==> config.mk <==
export PLATFORM = sky130hd
export DESIGN_NAME = one_wire_bus_master_top
export DESIGN_NICKNAME = d
export VERILOG_FILES = /design/src/design/owm_pkg.sv /design/src/design/owm_cfg.sv /design/src/design/owm_seq.sv /design/src/design/owm_out.sv /design/src/design/one_wire_bus_master_top.sv
export VERILOG_INCLUDE_DIRS = /design/src /design/src/design
export SDC_FILE = /design/constraint.sdc
export NUM_CORES = 1
export LEC_CHECK = 0
export BUFFER_PORTS_ARGS = -buffer_cell sky130_fd_sc_hd__clkbuf_2
export CORE_MARGIN = 2
export CORE_UTILIZATION = 35
export DETAILED_ROUTE_END_ITERATION = 16
export PLACE_DENSITY_LB_ADDON = 0.08
export SKIP_LAST_GASP = 1
export SLEW_MARGIN = 20
export SYNTH_ARGS = -nofsm -noshare
export SYNTH_HDL_FRONTEND = slang
export SYNTH_SLANG_ARGS = --single-unit
==> constraint.sdc <==
create_clock -name clock -period 7 [get_ports clock]
set_input_delay 1.05 -clock clock [delete_from_list [all_inputs] [get_ports clock]]
set_output_delay 1.05 -clock clock [all_outputs]
set_load 0.01 [all_outputs]
==> src/design/one_wire_bus_master_top_defines.svh <==
// Assertion macros for the one-wire bus master.
`ifndef ONE_WIRE_BUS_MASTER_TOP_DEFINES_SVH
`define ONE_WIRE_BUS_MASTER_TOP_DEFINES_SVH

// Same-cycle implication, checked on every clock edge outside reset.
`define OWM_ASSERT_NOW(label, ante, cons, msg) \
   label: assert property (@(posedge clock) disable iff (reset) (ante) |-> (cons)) \
      else $error(msg);

// Next-cycle implication, checked on every clock edge outside reset.
`define OWM_ASSERT_NEXT(label, ante, cons, msg) \
   label: assert property (@(posedge clock) disable iff (reset) (ante) |=> (cons)) \
      else $error(msg);

`endif

==> src/design/owm_pkg.sv <==
// Shared types and constants of the one-wire bus master.
`default_nettype none
package owm_pkg;

   localparam int COUNT_WIDTH = 16;
   localparam int NUM_REGS    = 8;
   localparam int REG_IDX_W   = $clog2(NUM_REGS);
   localparam int CSR_IDX_W   = 8;

   // command codes on the func field
   localparam logic [1:0] FUNC_NONE  = 2'd0;
   localparam logic [1:0] FUNC_RESET = 2'd1;
   localparam logic [1:0] FUNC_WRITE = 2'd2;
   localparam logic [1:0] FUNC_READ  = 2'd3;

   // delay register indexes
   localparam logic [REG_IDX_W-1:0] REG_RST_LOW   = 3'd0;
   localparam logic [REG_IDX_W-1:0] REG_RST_WAIT  = 3'd1;
   localparam logic [REG_IDX_W-1:0] REG_RST_TAIL  = 3'd2;
   localparam logic [REG_IDX_W-1:0] REG_WR_LOW    = 3'd3;
   localparam logic [REG_IDX_W-1:0] REG_WR_HOLD   = 3'd4;
   localparam logic [REG_IDX_W-1:0] REG_RD_LOW    = 3'd5;
   localparam logic [REG_IDX_W-1:0] REG_RD_SAMPLE = 3'd6;
   localparam logic [REG_IDX_W-1:0] REG_RD_TAIL   = 3'd7;

   typedef logic [COUNT_WIDTH-1:0] count_type;
   typedef count_type [NUM_REGS-1:0] delay_array_type;

   localparam delay_array_type REG_DEFAULTS = '{
      count_type'(50), count_type'(5), count_type'(5), count_type'(50),
      count_type'(10), count_type'(500), count_type'(70), count_type'(500)};

   typedef struct packed {
      logic       bus_level;
      logic [7:0] tx_byte;
      logic [1:0] func;
   } req_type;

   typedef struct packed {
      logic [7:0] rx_byte;
      logic       presence;
      logic       done_res;
      logic       busy_res;
      logic       drive_low;
   } rsp_type;

endpackage
`default_nettype wire

==> src/design/owm_cfg.sv <==
// Delay register file written through the configuration channel.
`default_nettype none
module owm_cfg (
   input  wire                            clock,
   input  wire                            reset,
   input  wire                            csr_valid,
   output logic                           csr_ready,
   input  wire  [owm_pkg::CSR_IDX_W-1:0]  csr_index,
   input  wire  [15:0]                    csr_data,
   output owm_pkg::delay_array_type       delays
);
   import owm_pkg::*;

   delay_array_type regs_ff;

   assign csr_ready = 1'b1;
   assign delays    = regs_ff;

   always_ff @(posedge clock) begin
      if (reset) begin
         regs_ff <= REG_DEFAULTS;
      end else if (csr_valid && (csr_index < CSR_IDX_W'(NUM_REGS))) begin
         regs_ff[csr_index[REG_IDX_W-1:0]] <= count_type'(csr_data);
      end
   end

endmodule
`default_nettype wire

==> src/design/owm_seq.sv <==
// Slot sequencer: phase, tick counter and bit shifter, one tick per beat.
`default_nettype none
module owm_seq (
   input  wire                       clock,
   input  wire                       reset,
   input  wire                       step,
   input  owm_pkg::req_type          req,
   input  owm_pkg::delay_array_type  delays,
   output owm_pkg::rsp_type          rsp
);
   import owm_pkg::*;

   localparam logic [3:0] PH_IDLE     = 4'd0;
   localparam logic [3:0] PH_RST_LOW  = 4'd1;
   localparam logic [3:0] PH_RST_WAIT = 4'd2;
   localparam logic [3:0] PH_RST_TAIL = 4'd3;
   localparam logic [3:0] PH_WR_LOW   = 4'd4;
   localparam logic [3:0] PH_WR_HOLD  = 4'd5;
   localparam logic [3:0] PH_RD_LOW   = 4'd6;
   localparam logic [3:0] PH_RD_WAIT  = 4'd7;
   localparam logic [3:0] PH_RD_TAIL  = 4'd8;
   localparam logic [3:0] PH_GAP      = 4'd9;

   logic [3:0]  phase_ff,    phase_in;
   count_type   count_ff,    count_in;
   logic [2:0]  bit_ff,      bit_in;
   logic [7:0]  shift_ff,    shift_in;
   logic [1:0]  op_ff,       op_in;
   logic        presence_ff, presence_in;
   logic [7:0]  rx_ff,       rx_in;

   logic [3:0]             ph;
   logic                   drive;
   logic                   done;
   count_type              raw_len;
   count_type              len;
   logic [COUNT_WIDTH:0]   count_inc;

   always_comb begin
      phase_in    = phase_ff;
      count_in    = count_ff;
      bit_in      = bit_ff;
      shift_in    = shift_ff;
      op_in       = op_ff;
      presence_in = presence_ff;
      rx_in       = rx_ff;
      done        = 1'b0;
      drive       = 1'b0;
      raw_len     = count_type'(1);

      // a command in idle starts on this very tick
      ph = phase_ff;
      if (phase_ff == PH_IDLE && req.func != FUNC_NONE) begin
         op_in    = req.func;
         count_in = '0;
         bit_in   = '0;
         shift_in = '0;
         unique case (req.func)
            FUNC_RESET: ph = PH_RST_LOW;
            FUNC_WRITE: begin
               ph       = PH_WR_LOW;
               shift_in = req.tx_byte;
            end
            default:    ph = PH_RD_LOW;
         endcase
      end

      unique case (ph)
         PH_RST_LOW, PH_WR_LOW, PH_RD_LOW: drive = 1'b1;
         PH_WR_HOLD:                       drive = ~shift_in[0];
         default:                          drive = 1'b0;
      endcase

      // samples land on the first tick of a tail phase
      if (ph == PH_RST_TAIL && count_in == '0) begin
         presence_in = ~req.bus_level;
      end
      if (ph == PH_RD_TAIL && count_in == '0) begin
         shift_in = {req.bus_level, shift_in[7:1]};
      end

      unique case (ph)
         PH_RST_LOW:  raw_len = delays[REG_RST_LOW];
         PH_RST_WAIT: raw_len = delays[REG_RST_WAIT];
         PH_RST_TAIL: raw_len = delays[REG_RST_TAIL];
         PH_WR_LOW:   raw_len = delays[REG_WR_LOW];
         PH_WR_HOLD:  raw_len = delays[REG_WR_HOLD];
         PH_RD_LOW:   raw_len = delays[REG_RD_LOW];
         PH_RD_WAIT:  raw_len = delays[REG_RD_SAMPLE];
         PH_RD_TAIL:  raw_len = delays[REG_RD_TAIL];
         default:     raw_len = count_type'(1);
      endcase
      len       = (raw_len == '0) ? count_type'(1) : raw_len;
      count_inc = {1'b0, count_in} + (COUNT_WIDTH+1)'(1);

      phase_in = ph;
      if (ph != PH_IDLE) begin
         if (count_inc >= {1'b0, len}) begin
            count_in = '0;
            unique case (ph)
               PH_RST_LOW:  phase_in = PH_RST_WAIT;
               PH_RST_WAIT: phase_in = PH_RST_TAIL;
               PH_RST_TAIL: begin
                  phase_in = PH_IDLE;
                  done     = 1'b1;
               end
               PH_WR_LOW:   phase_in = PH_WR_HOLD;
               PH_WR_HOLD:  begin
                  shift_in = {1'b0, shift_in[7:1]};
                  if (bit_in == 3'd7) begin
                     phase_in = PH_IDLE;
                     done     = 1'b1;
                  end else begin
                     phase_in = PH_GAP;
                  end
               end
               PH_RD_LOW:   phase_in = PH_RD_WAIT;
               PH_RD_WAIT:  phase_in = PH_RD_TAIL;
               PH_RD_TAIL:  begin
                  if (bit_in == 3'd7) begin
                     rx_in    = shift_in;
                     phase_in = PH_IDLE;
                     done     = 1'b1;
                  end else begin
                     phase_in = PH_GAP;
                  end
               end
               PH_GAP:      begin
                  bit_in   = bit_in + 3'd1;
                  phase_in = (op_in == FUNC_WRITE) ? PH_WR_LOW : PH_RD_LOW;
               end
               default:     phase_in = PH_IDLE;
            endcase
         end else begin
            count_in = count_inc[COUNT_WIDTH-1:0];
         end
      end

      rsp.drive_low = drive;
      rsp.busy_res  = (ph != PH_IDLE);
      rsp.done_res  = done;
      rsp.presence  = presence_in;
      rsp.rx_byte   = rx_in;
   end

   always_ff @(posedge clock) begin
      if (reset) begin
         phase_ff    <= PH_IDLE;
         count_ff    <= '0;
         bit_ff      <= '0;
         shift_ff    <= '0;
         op_ff       <= FUNC_NONE;
         presence_ff <= 1'b0;
         rx_ff       <= '0;
      end else if (step) begin
         phase_ff    <= phase_in;
         count_ff    <= count_in;
         bit_ff      <= bit_in;
         shift_ff    <= shift_in;
         op_ff       <= op_in;
         presence_ff <= presence_in;
         rx_ff       <= rx_in;
      end
   end

endmodule
`default_nettype wire

==> src/design/owm_out.sv <==
// Result register between the sequencer and the result channel.
`default_nettype none
module owm_out (
   input  wire                clock,
   input  wire                reset,
   input  wire                load,
   input  owm_pkg::rsp_type   rsp_in,
   output logic               can_load,
   output logic               rsp_tvalid,
   input  wire                rsp_tready,
   output owm_pkg::rsp_type   rsp_out
);
   import owm_pkg::*;

   logic    valid_ff;
   rsp_type data_ff;

   // a held result frees its slot on the beat that takes it
   assign can_load   = ~valid_ff | rsp_tready;
   assign rsp_tvalid = valid_ff;
   assign rsp_out    = data_ff;

   always_ff @(posedge clock) begin
      if (reset) begin
         valid_ff <= 1'b0;
      end else if (load) begin
         valid_ff <= 1'b1;
      end else if (rsp_tready) begin
         valid_ff <= 1'b0;
      end
   end

   always_ff @(posedge clock) begin
      if (load) begin
         data_ff <= rsp_in;
      end
   end

endmodule
`default_nettype wire

==> src/design/one_wire_bus_master_top.sv <==
// One-wire bus master: input tick stream in, per-tick bus control and status out.
//
// Every req beat is one tick of the bus timebase. It carries the sampled bus
// level and, while the master is idle, an optional command (reset with
// presence detect, write byte, read byte; bytes go LSB first). Each req beat
// yields exactly one rsp beat holding drive_low, busy, done, presence and the
// last received byte. A command given while busy is dropped.
// The rsp beat for a tick is valid in the cycle after its req beat.
// Throughput: one beat per cycle unless stalled; the sequencer's phase/counter
// update is the single stage between the req handshake and the result register.
// Stall: req_tready drops only while a result sits unread and rsp_tready is
// low; ticks then simply do not advance. Nothing is lost or repeated.
// Config: csr channel writes one 16-bit delay register per beat (index 0..7:
// reset low, presence wait, reset tail, write low, write hold, read low, read
// sample, read tail); other indexes are ignored. Always ready. Write only
// while idle. A zero delay counts as one tick.
// Reset (synchronous, active high): master idle, presence and rx byte
// cleared, delays back to 500/70/500/10/50/5/5/50, no result pending.
`default_nettype none
`include "one_wire_bus_master_top_defines.svh"
module one_wire_bus_master_top (
   input  wire                            clock,
   input  wire                            reset,
   input  wire                            req_tvalid,
   output logic                           req_tready,
   input  wire  [15:0]                    req_tdata,   // func[1:0], tx_byte[9:2], bus_level[10]
   output logic                           rsp_tvalid,
   input  wire                            rsp_tready,
   output logic [15:0]                    rsp_tdata,   // drive_low[0], busy_res[1], done_res[2],
                                                       // presence[3], rx_byte[11:4]
   input  wire                            csr_valid,
   output logic                           csr_ready,
   input  wire  [owm_pkg::CSR_IDX_W-1:0]  csr_index,
   input  wire  [15:0]                    csr_data
);
   import owm_pkg::*;

   delay_array_type delays;
   req_type         req;
   rsp_type         rsp_next;
   rsp_type         rsp_hold;
   logic            can_load;
   logic            req_beat;

   assign req        = req_type'(req_tdata[10:0]);
   assign req_tready = can_load;
   assign req_beat   = req_tvalid & can_load;
   assign rsp_tdata  = {4'd0, rsp_hold};

   owm_cfg u_cfg (
      .clock     (clock),
      .reset     (reset),
      .csr_valid (csr_valid),
      .csr_ready (csr_ready),
      .csr_index (csr_index),
      .csr_data  (csr_data),
      .delays    (delays)
   );

   owm_seq u_seq (
      .clock  (clock),
      .reset  (reset),
      .step   (req_beat),
      .req    (req),
      .delays (delays),
      .rsp    (rsp_next)
   );

   owm_out u_out (
      .clock      (clock),
      .reset      (reset),
      .load       (req_beat),
      .rsp_in     (rsp_next),
      .can_load   (can_load),
      .rsp_tvalid (rsp_tvalid),
      .rsp_tready (rsp_tready),
      .rsp_out    (rsp_hold)
   );

   // every accepted tick produces a result on the next cycle
   `OWM_ASSERT_NEXT(a_beat_gives_result, req_tvalid && req_tready, rsp_tvalid, "tick lost")
   // done and bus drive only ever appear while a command is in progress
   `OWM_ASSERT_NOW(a_done_busy, rsp_tvalid && rsp_hold.done_res, rsp_hold.busy_res, "done idle")
   `OWM_ASSERT_NOW(a_drive_busy, rsp_tvalid && rsp_hold.drive_low, rsp_hold.busy_res, "drive idle")

endmodule
`default_nettype wire

## Word-level counts from Yosys, hierarchy flattened

Cells that the tools add are included.
W data, S select, Z words.

- Add/sub/neg operators: 2
- $lt $le $gt $ge: 4
- Eq/ne operators: 13
- Mux-type cells: 36
- Bitwise operators: 5
- Reductions and logical operators: 14

Operators by type and width:

| kind | number |
|---|---|
| $bwmux W128 | 1 |
| $pmux W16 S8 | 1 |
| $mux W16 | 5 |
| $mux W8 | 10 |
| $demux W16 S3 | 1 |
| $logic_not A16 Y1 | 2 |
| $pmux W4 S7 | 1 |
| $add A16 B1 Y17 const B | 1 |
| $ge A17 B16 Y1 | 1 |
| $eq A4 B3 Y1 const B | 4 |
| $mux W4 | 4 |
| $mux W3 | 4 |
| $eq A4 B2 Y1 const B | 2 |
| $eq A4 B4 Y1 const B | 2 |
| $lt A8 B4 Y1 const B | 1 |
| $pmux W3 S2 | 1 |
| $logic_and A1 B1 Y1 | 5 |
| $eq A2 B2 Y1 const B | 2 |
| $eq A4 B1 Y1 const B | 1 |
| $logic_not A4 Y1 | 1 |
| $lt A3 B4 Y1 const B | 1 |
| $mux W1 | 4 |
| $mux W2 | 2 |
| $pmux W1 S2 | 2 |
| other kinds (12) | 15 |

- Bits in registers: 183
- Output and inout port bits: 19
- Logic and storage cells: 95

## Depth between registers and ports, before layout

- Depth in word-level cells: 10
- Depth in mapped cells: 23
- Mapped depth without buffers: 19

## Cells and area by module

From an unflattened synthesis, not the netlist that was laid out.

- Cells, all modules: 1,014
- Area total of the unflattened synthesis: 9,688.0 µm²

By module, submodules not included:

| module | times used | cells each | area each (µm²) | sequential area each (µm²) |
|---|---|---|---|---|
| owm_cfg | 1 | 463 | 5,096.1 | 2,562.5 |
| owm_seq | 1 | 529 | 4,145.2 | 840.8 |
| owm_out | 1 | 16 | 406.6 | 380.4 |
| one_wire_bus_master_top | 1 | 6 | 40.0 | 0.0 |

## Worst setup path before layout

OpenSTA, ideal clock, no wires.

- Path kind: input port to flip-flop
- Start point: input req_tdata[0]
- End point: register u_out.data_ff (netlist bit u_out.rsp_out[10]) (data pin)
- Library setup time: 0.260 ns
- Data arrival time: 4.983 ns
- Required time: 6.740 ns
- Setup slack: 1.757 ns
- Stages: 22
- Path through: inv_1 -> ha_1 -> buf_2 -> nand2b_2 -> buf_6 -> clkbuf_1 -> nand2_1 -> inv_1 -> ha_1 -> and2_1 -> nand4_2 -> or3_1 -> a21oi_1 -> ha_1 -> a21o_1 -> a21o_1 -> a21oi_1 -> nor2_1 -> a211oi_4 -> buf_2 -> nor2_2 -> mux2_2

RTL lines:

| what | line | text |
|---|---|---|
| start: declaration | one_wire_bus_master_top.sv:26 | `input wire [15:0] req_tdata,` |
| end signal: assignment | owm_out.sv:35 | `data_ff <= rsp_in;` |
| end: declaration | owm_out.sv:16 | `rsp_type data_ff;` |

## Worst setup path in the final report

- Start point: input req_tdata[0]
- End point: register u_seq.shift_ff[0]

- Longest elaborated chain between the ends: 10
- Elaborated cells on any way between the ends: 29
- Those cells by class: 1 x add/sub; 1 x order compare; 10 x eq/ne; 11 x mux; 6 x reduce/logical

Ends and longest elaborated chain:

| what | line | text |
|---|---|---|
| $eq A2 B2 Y1, or another cell as far along | owm_seq.sv:58 | `unique case (req.func)` |
| $pmux W3 S2 / $logic_and A1 B1 Y1 (equally long branches) | owm_seq.sv:58, owm_seq.sv:53 |  |
| $mux W4 | owm_seq.sv:53 | `if (phase_ff == PH_IDLE && req.func != FUNC_NONE) begin` |
| $eq A4 B4 Y1, or another cell as far along | owm_seq.sv:78, owm_seq.sv:82 |  |
| $pmux W16 S8 | owm_seq.sv:82 | `unique case (ph)` |
| $logic_not A16 Y1 | owm_seq.sv:93 | `len = (raw_len == '0) ? count_type'(1) : raw_len;` |
| $mux W16 | owm_seq.sv:93 |  |
| $ge A17 B16 Y1 | owm_seq.sv:98 | `if (count_inc >= {1'b0, len}) begin` |
| $mux W8 | owm_seq.sv:98 |  |
| $mux W8 * | owm_seq.sv:97 | `if (ph != PH_IDLE) begin` |
| end signal: assignment | owm_seq.sv:159 | `shift_ff <= shift_in;` |
| end: declaration | owm_seq.sv:27 | `logic [7:0] shift_ff, shift_in;` |

Mark *: on every way between the ends. The rest lies on a longest branch, timed or not.
A chain may end at the register's enable or synchronous reset.

==> flow_summary.json <==
{
  "irDropWorstVdd_mv": 0.125,
  "design.die.area_sq_um": 27500,
  "end_kind": "register",
  "ys_types": 77,
  "ctsHoldBuffers": 0,
  "cts_tree": "built",
  "drc": 0,
  "internal_power_mw": 1.86,
  "routabilityCongestion": 0.775,
  "ant_nets": 0,
  "crit_arrival_ns": 6.10,
  "die_h_um": 166,
  "cts.sinks": 183,
  "worst_slew_pin_slew_ns": 1.12,
  "viasPerCell": 5.30,
  "status": "completed",
  "vias": 7621,
  "dr.pass1.iters": 8,
  "synth_top_area_share_pct": 37.3,
  "synth-main-ff-cell": "dfxtp_1",
  "fmax_mhz": 174,
  "drt-initial-drc-count": 485,
  "nets": 1160,
  "hold_viol_final": 0,
  "cp_num_buf_inv": 2,
  "crit_required_ns": 7.36,
  "grt_usage_pct": 20.0,
  "clk_latency_ns": 0.44,
  "cp_top_family": "compound AO/OA/AOI/OAI gates",
  "area_delta_synth_final_pct": 11.9,
  "syn_area_sq_um": 9170,
  "slew_headroom_pct": 24.4,
  "switching_power_uw": 997,
  "num_antenna_cells": 0,
  "max_stage_delay_ns": 0.53,
  "drt-total-wl_um": 27600,
  "worstPathMaxFanout": 13,
  "root_buffer": "clkbuf_16",
  "path_clk_slew_ns": 0.08,
  "power_density_nw_per_um2": 279,
  "leakage_nw": 4.02,
  "hp-class": "register to register",
  "core_area_sq_um": 25900,
  "drive_above_1_share_pct": 12.9,
  "cpMaxStageDelayCell": "a21o_1",
  "async_reset_ff_share_pct": 0,
  "cp-start-kind": "primary input",
  "grt_pass1_vias": 7235,
  "synth_seq_area_share_pct": 41.3,
  "numCtsBuffers": 17,
  "maxCapViolCount": 0,
  "post_drt_wl_per_cell_um": 19.2,
  "p_comb_share_pct": 24.9,
  "fillers": 2672,
  "portBuffers": 53,
  "grt_overflow": 0,
  "fin_cells": 1439,
  "fin_crit_ns": 5.74,
  "die_x_um": 166,
  "synthCells": 1083,
  "synth-seq-cells": 183,
  "syn_avg_cell_area_sq_um": 8.47,
  "clockBufferDepth": 2,
  "hold_depth": 2,
  "postCtsSetupRepairBufs": 0,
  "rows": 59,
  "ff2ff_path_depth": 14,
  "swShare_pct": 34.9,
  "fin_skew_ns": 0.0147,
  "place_hpwl_um": 17800,
  "fin_setup_tns_ns": 0,
  "placed_cells": 1407,
  "yosysWarningCount": 0,
  "antenna_found_initial": 0,
  "io_pins": 64,
  "final_cell_mix": "236 x nand2_1, 171 x dfxtp_1, 115 x a21oi_1, 85 x nor2_1, 70 x mux2i_1",
  "yosys.area.top_type": "dfxtp_1",
  "regToRegSetupSlack_ns": 1.75,
  "maxSlewViolCount": 0,
  "cp_cell_sequence": "clkbuf_2 -> inv_1 -> ha_1 -> nor3b_2 -> a21o_1 -> mux2i_1 -> o221ai_1 -> a21oi_1 -> nand4_1 -> or3_1 -> o21ai_1 -> ha_1 -> nor2b_1 -> o21ai_0 -> a21oi_1 -> o21ai_0 -> a211oi_4 -> and2b_1 -> mux2i_1 -> a211oi_1",
  "final_common_cell": "nand2_1",
  "rsz0062_at_grt": "no",
  "synth_edf_count": 12,
  "grt_pass1_wl_um": 43200,
  "crit_cells": 20,
  "finalCritPeriodShare_pct": 82.0,
  "setup_viol": 0,
  "sequentialPowerShare_pct": 39.0,
  "cts_resized": 0,
  "clkPwrFrac_pct": 36.1,
  "synthTopCellsByArea": "dfxtp_1 37%, nand2_1 9.7%, mux2i_1 7.6%, a21oi_1 6.3%, edfxtp_1 3.9%",
  "total_power_mw": 2.86,
  "initial_utilization_pct": 35.4,
  "worst-setup-path-type": "primary input to register",
  "htreeDepth": 4,
  "grt_max_degree": 98
}
final timing paths:
| check | from | endpoint |
|---|---|---|
| worst min-delay path | u_cfg.delays[122]$_SDFFE_PP0P_ | u_cfg.delays[122]$_SDFFE_PP0P_ |
| worst min register to register | u_cfg.delays[122]$_SDFFE_PP0P_ | u_cfg.delays[122]$_SDFFE_PP0P_ |
| worst max-delay path | req_tdata[0] | u_seq.shift_ff[0]$_SDFFE_PP0P_ |
| worst max register to register | u_seq.phase_ff[0]$_SDFFE_PP0P_ | u_seq.shift_ff[0]$_SDFFE_PP0P_ |
Yosys cell counts, types with 10 or more instances:
library cell and instances:
a21oi_1 115, a22o_1 18, a22oi_1 11, and3_1 12, buf_2 10, clkbuf_1 62
dfxtp_1 171, edfxtp_1 12, ha_1 24, inv_1 19, mux2i_1 70, nand2_1 236
nand3_1 14, nand3b_1 29, nor2_1 85, o21ai_0 12
per-stage QoR:
step,hold WS (ns),util (%),area (sq um),setup slack (ns)
6_report,0.454,39.6,10300,1.26
5_1_grt,0.474,39.6,10300,0.857
4_1_cts,0.457,39.6,10300,1.23
3_5_place_dp,0.446,37.2,9630,0.775
3_3_place_gp,0.440,37.2,9630,0.745
2_1_floorplan,0.432,-,9180,1.76
routing by layer:
metal / track usage, % / up-vias / part of all wire (%)
met5: 0 / - / 0
met4: 4.65 / 0 / 1.1
met3: 3.19 / 22 / 4.4
met2: 32.2 / 173 / 47
met1: 28.3 / 3623 / 48
li1: - / 3803 / -
power by group through the flow:
stage	registers, mW	logic (mW)	clock network, mW
global route	1.12	0.779	1.10
floorplan	1.12	0.522	0
detailed placement	1.14	0.717	0
global placement	1.14	0.719	0
CTS	1.11	0.720	1.06
finish	1.12	0.712	1.03
cells by family (layout without fill, tap and decap cells):
family,after synthesis,after routing,share of synthesized area [%]
multiplexers,78,78,8.62
AO/OA/AOI/OAI,227,227,16.5
flip-flops,183,183,41.3
XOR/XNOR,8,8,0.764
other,2,5,0.0819
AND/OR/NAND/NOR,456,456,24.2
buffers and inverters,105,123,5.28
adder cells (fa/ha/maj),24,24,3.27
cell type report:
| type | instances | area (sq um) | area share (%) |
|---|---|---|---|
| Multi-Input combinational cell | 798 | 4950 | 48.2 |
| Sequential cell | 183 | 3780 | 36.9 |
| Clock buffer | 18 | 450 | 4.39 |
| Tap cell | 335 | 419 | 4.09 |
| Timing Repair Buffer | 72 | 410 | 4.00 |
| Clock inverter | 14 | 176 | 1.72 |
| Inverter | 19 | 71.3 | 0.695 |
state kept, by name (all words and copies together) (netlist names):
| signal | count |
|---|---|
| u_seq.op_ff | 2 |
| u_out.rsp_out | 12 |
| u_seq.count_ff | 16 |
| u_seq.shift_ff | 8 |
| u_seq.bit_ff | 3 |
| u_out.rsp_tvalid | 1 |
| u_seq.phase_ff | 4 |
| u_seq.rx_ff | 8 |
| u_seq.presence_ff | 1 |
| u_cfg.delays | 128 |
worst reg2reg max path: cells and delay by family (launching register included):
kind,cells,cell delay (ns)
compound gates,7,1.66
fa+ha+maj,1,0.29
buf+inv,1,0.36
flops,1,0.87
mux,1,0.18
simple gates,4,1.80
No activity file was read; power rests on OpenSTA's default activity.
